<file path="config.mk">
export PLATFORM = sky130hd
export DESIGN_NAME = pbfl_bin_mem
export DESIGN_NICKNAME = d
export VERILOG_FILES = /design/src/hdl/pbfl_pkg.sv /design/src/hdl/pbfl_bin_mem.sv
export SDC_FILE = /design/constraint.sdc
export NUM_CORES = 2
export LEC_CHECK = 0
export ABC_AREA = 1
export BUFFER_PORTS_ARGS = -buffer_cell sky130_fd_sc_hd__buf_2
export CAP_MARGIN = 20
export CORE_UTILIZATION = 35
export DETAILED_ROUTE_END_ITERATION = 10
export HOLD_SLACK_MARGIN = 0.02
export PLACE_DENSITY = 0.62
export SYNTH_ARGS = -nofsm -noshare
export SYNTH_HDL_FRONTEND = slang
export SYNTH_SLANG_ARGS = --single-unit
export TNS_END_PERCENT = 10
</file>
<file path="constraint.sdc">
create_clock -name aclk -period 2.2 [get_ports aclk]
set_clock_uncertainty 0.05 [all_clocks]
set_input_delay 0.22 -clock aclk [delete_from_list [all_inputs] [get_ports aclk]]
set_output_delay 0.22 -clock aclk [all_outputs]
set_load 0.005 [all_outputs]
</file>
<file path="src/hdl/pbfl_pkg.sv">
// ----------------------------------------------------------------------------
// pbfl_pkg
// Shared sizes and types for the per-bin free list queues.
// ----------------------------------------------------------------------------
package pbfl_pkg;

    localparam int BINS     = 128;
    localparam int CHUNKS   = 1024;

    localparam int BIN_W    = 7;
    localparam int CHUNK_W  = 10;
    localparam int BIN_AW   = (BINS > 1) ? $clog2(BINS) : 1;
    localparam int CHUNK_AW = (CHUNKS > 1) ? $clog2(CHUNKS) : 1;
    localparam int LINK_W   = $clog2(CHUNKS + 1);

    localparam logic [LINK_W-1:0] LINK_NONE = LINK_W'(CHUNKS);

    typedef logic [LINK_W-1:0] link_t;

    typedef enum logic {
        CMD_STORE = 1'b0,
        CMD_POP   = 1'b1
    } cmd_t;

    typedef struct packed {
        link_t head;
        link_t tail;
    } bin_entry_t;

    typedef struct packed {
        logic              we;
        logic [BIN_AW-1:0] waddr;
        bin_entry_t        wdata;
    } bin_wr_t;

    typedef struct packed {
        logic                we;
        logic [CHUNK_AW-1:0] waddr;
        link_t               wdata;
    } link_wr_t;

endpackage

</file>
<file path="src/hdl/pbfl_bin_mem.sv">
// ----------------------------------------------------------------------------
// pbfl_bin_mem
// Head/tail pointer memory, one entry per bin, registered read.
// Entries never written since reset read as empty (none/none).
// ----------------------------------------------------------------------------
module pbfl_bin_mem
    import pbfl_pkg::*;
(
    input  logic              aclk,
    input  logic              aresetn,
    input  logic [BIN_AW-1:0] raddr,
    output bin_entry_t        rdata,
    input  bin_wr_t           wr
);

    bin_entry_t mem [BINS];
    logic [BINS-1:0] vld_reg;
    bin_entry_t rdata_reg;
    logic rvld_reg;

    always_ff @(posedge aclk) begin
        if (wr.we) begin
            mem[wr.waddr] <= wr.wdata;
        end
        rdata_reg <= mem[raddr];
    end

    always_ff @(posedge aclk) begin
        if (!aresetn) begin
            vld_reg  <= '0;
            rvld_reg <= 1'b0;
        end else begin
            if (wr.we) begin
                vld_reg[wr.waddr] <= 1'b1;
            end
            rvld_reg <= vld_reg[raddr];
        end
    end

    assign rdata = rvld_reg ? rdata_reg : '{head: LINK_NONE, tail: LINK_NONE};

endmodule

</file>
==> load_flow_metrics.sql <==
INSERT INTO impl_metrics (metric_group, metric, value, unit) VALUES
('outcome', 'outcome', 'complete, no violations', ''),
('floorplanning', 'die_area', '339600', 'sq um'),
('final_layout', 'fillCellCount', '30230', ''),
('cts', 'tritoncts', 'yes', ''),
('critical_path', 'critPathLaunch', 'rvld_reg', ''),
('critical_path', 'maximum_fanout_encountered_on_the_critical_timing_path', '5', ''),
('critical_path', 'reg2reg_from', 'mem[61][0]', ''),
('synthesis', 'synth.yosys.seq_area_share', '74.19', '%'),
('timing', 'number_of_slew_limit_violations_in_the_final_report', '0', ''),
('placed_design', 'place.gp.congestion', '0.8861', ''),
('synthesis', 'synth_top_cells_by_count', 'sky130_fd_sc_hd__edfxtp_1 (2,816), sky130_fd_sc_hd__nand2_1 (2,430), sky130_fd_sc_hd__nand3_1 (2,409), sky130_fd_sc_hd__nor2_1 (678), sky130_fd_sc_hd__o21ai_0 (352)', ''),
('timing', 'number_of_setup_violations_in_the_final_report', '0', ''),
('synthesis', 'netlist_instances', '9896', ''),
('critical_path', 'timing.rr.end', 'rdata_reg[0]', ''),
('critical_path', 'worst_ep_required_time', '1.93', 'ns'),
('timing', 'timing.max_slew.rel_slack', '39.01', '%'),
('placed_design', 'post-place-cells', '14540', ''),
('grt', 'antenna_violations_before_repair', '15', ''),
('drt', 'drt-total-wl', '363.1', 'mm'),
('critical_path', 'worstSetupEndpointType', 'output pin', ''),
('final_layout', 'fin_cells', '15140', ''),
('cts', 'htreeDepth', '5', ''),
('power_and_ir_drop', 'leakagePower', '49.29', 'nW'),
('placed_design', 'detailedPlace.worstSlack', '-0.6235', 'ns'),
('synthesis', 'combined_area_of_all_synthesized_cells', '118100', 'sq um'),
('floorplanning', 'die_y_extent', '582.8', 'microns'),
('grt', 'grt_start_max_net_pins', '129', ''),
('critical_path', 'critPathKind', 'register to output pin', ''),
('final_layout', 'layout-drive-gt1-share', '13.31', '%'),
('floorplanning', 'die_x', '582.8', 'microns'),
('floorplanning', 'core_area', '334500', 'sq um'),
('cts', 'cts_root_buffer', 'sky130_fd_sc_hd__clkbuf_16', ''),
('critical_path', 'setup.worst_path.end', 'rdata[1]', ''),
('floorplanning', 'initial_core_util', '35.29', '%'),
('synthesis', 'synth_flop_cell', 'sky130_fd_sc_hd__edfxtp_1', ''),
('cts', 'cts-buffers-inserted', '320', ''),
('hold_path', 'hold_depth', '6', ''),
('final_layout', 'largest_reg_flops', '2816', ''),
('timing', 'rsz0062_at_grt', 'true', ''),
('power_and_ir_drop', 'peakVddDrop', '0.9325', 'mV'),
('drt', 'post_drt_wl_per_cell', '23.98', 'microns'),
('grt', 'grt_first_pass_wirelength', '526.5', 'mm'),
('critical_path', 'r2r.worst_path.cells', '8', ''),
('synthesis', 'yosysUniqueCellTypes', '17', ''),
('synthesis', 'post_synth.cell_area_avg', '11.93', 'sq um'),
('grt', 'first_global_vias', '77830', ''),
('synthesis', 'mappedNetlistNets', '9935', ''),
('timing', 'finalWorstPathRequiredPeriod', '2.194', 'ns'),
('synthesis', 'top_cell_type_by_total_area_after_synthesis', 'sky130_fd_sc_hd__edfxtp_1', ''),
('placed_design', 'numPortBuffers', '60', ''),
('drt', 'antenna_violating_nets_post_route', '0', ''),
('drt', 'num_vias', '81800', ''),
('power_and_ir_drop', 'power-per-cell-area', '869.9', 'nW/um^2'),
('timing', 'fin_ws', '0.005931', 'ns'),
('hold_path', 'hp-class', 'primary input to register', ''),
('grt', 'gr-usage-all-layers', '20.92', '%'),
('hold_path', 'launch_point_of_the_worst_hold_path', 'wr[22]', ''),
('cts', 'ctsLongestPathBuffers', '4', ''),
('synthesis', 'synth-async-reset-ratio', '0', '%'),
('timing', 'finalHoldViolations', '0', ''),
('critical_path', 'worst-r2r-setup-slack', '0.09', 'ns'),
('critical_path', 'arrival', '1.92', 'ns'),
('drt', 'drt_first_iter_violations', '10920', ''),
('floorplanning', 'io_pins', '61', ''),
('final_layout', 'finalNetCount', '10440', ''),
('floorplanning', 'row_count', '212', ''),
('synthesis', 'netlist.area_leader.share', '71.63', '%'),
('placed_design', 'dp.final_hpwl', '222.0', 'mm'),
('synthesis', 'synth_most_common_cell', 'sky130_fd_sc_hd__edfxtp_1', ''),
('final_layout', 'synthToLayoutAreaGrowth', '19.57', '%'),
('timing', 'fin_crit_sh', '99.73', '%');
==> worst min path at each step <==
stage / slack [ns] / to
floorplan: 0.27 / mem[0][0]
global route: 0.10 / mem[98][19]
CTS: 0.05 / mem[98][19]
finish: 0.11 / mem[74][11]
global placement: 0.40 / vld_reg[89]
detailed placement: 0.41 / vld_reg[44]
==> power by group <==
| group | internal [mW] | total [mW] | switching [mW] |
|---|---|---|---|
| Clock | 30.7 | 52.1 | 21.4 |
| Sequential | 62.0 | 62.1 | 0.114 |
| Combinational | 2.55 | 8.51 | 5.96 |
==> per-stage QoR <==
stage | hold WS [ns] | cell area (sq um) | power (mW) | util (%) | setup TNS [ns]
after floorplan | 0.2689 | 118100 | 67.03 | - | -145.70
final | 0.1082 | 141200 | 122.8 | 42.20 | 0
after global placement | 0.3991 | 130600 | 71.50 | 39.05 | -70.73
after CTS | 0.04959 | 141100 | 123.2 | 42.18 | -0.5543
after detailed placement | 0.4083 | 130600 | 71.61 | 39.05 | -81.78
after global routing | 0.1018 | 141100 | 126.0 | 42.20 | -0.2626
==> final cells by class <==
type / count / area [sq um] / area share, %
sequential: 2967 / 87590 / 62.05
tap: 4494 / 5623 / 3.984
inverter: 162 / 648.1 / 0.4592
clock inverter: 131 / 1269 / 0.8988
multi-input combinational: 6098 / 27210 / 19.28
timing repair buffer: 850 / 10020 / 7.096
clock buffer: 431 / 8783 / 6.223
antenna: 7 / 17.52 / 0.01241
==> per-layer routing <==
metal | GRT usage, % | vias up | part of all wire [%]
met4 | 8.138 | 2 | 4.0
li1 | - | 36290 | -
met2 | 33.48 | 4226 | 47
met3 | 3.485 | 666 | 9.5
met1 | 28.44 | 40620 | 40
met5 | 0 | - | 0.0030
==> worst max-delay path, stage by stage, from the launching register on <==
cell                      delay, ns
sky130_fd_sc_hd__dfxtp_4       0.43
sky130_fd_sc_hd__buf_12        0.17
sky130_fd_sc_hd__buf_12        0.15
sky130_fd_sc_hd__nand2_2       0.06
sky130_fd_sc_hd__inv_2         0.04
sky130_fd_sc_hd__buf_2         0.09
==> cell families (layout without fill, tap and decap cells) <==
group                  count (synthesis)  after routing  synth area share, %
AO/OA/AOI/OAI                        572            572                2.565
buffers and inverters                831           1574                3.113
flip-flops                          2967           2967                74.19
other                                  0              7                    0
AND/OR/NAND/NOR                     5526           5526                20.13
==> what timing repair did <==
action	in CTS	in global routing
endpoints found under the hold margin	2604	0
buffers inserted	1	0
cloned	0	1
hold buffers	27	0
endpoints found under the setup margin	21	10
gates resized for setup	34	12
==> placed cells by master, fill, tap and decap left out, drive strengths merged <==
cell,n
dlygate4sd3,27
o22ai,132
o21ai,352
edfxtp,2816
inv,165
clkbuf,433
nor3,9
bufinv,24
clkinv,96
buf,821
clkinvlp,8
a21oi,88
nand2,2430
nand3,2409
diode,7
dfxtp,151
nor2,678
Power figures use the tool's default switching activity.
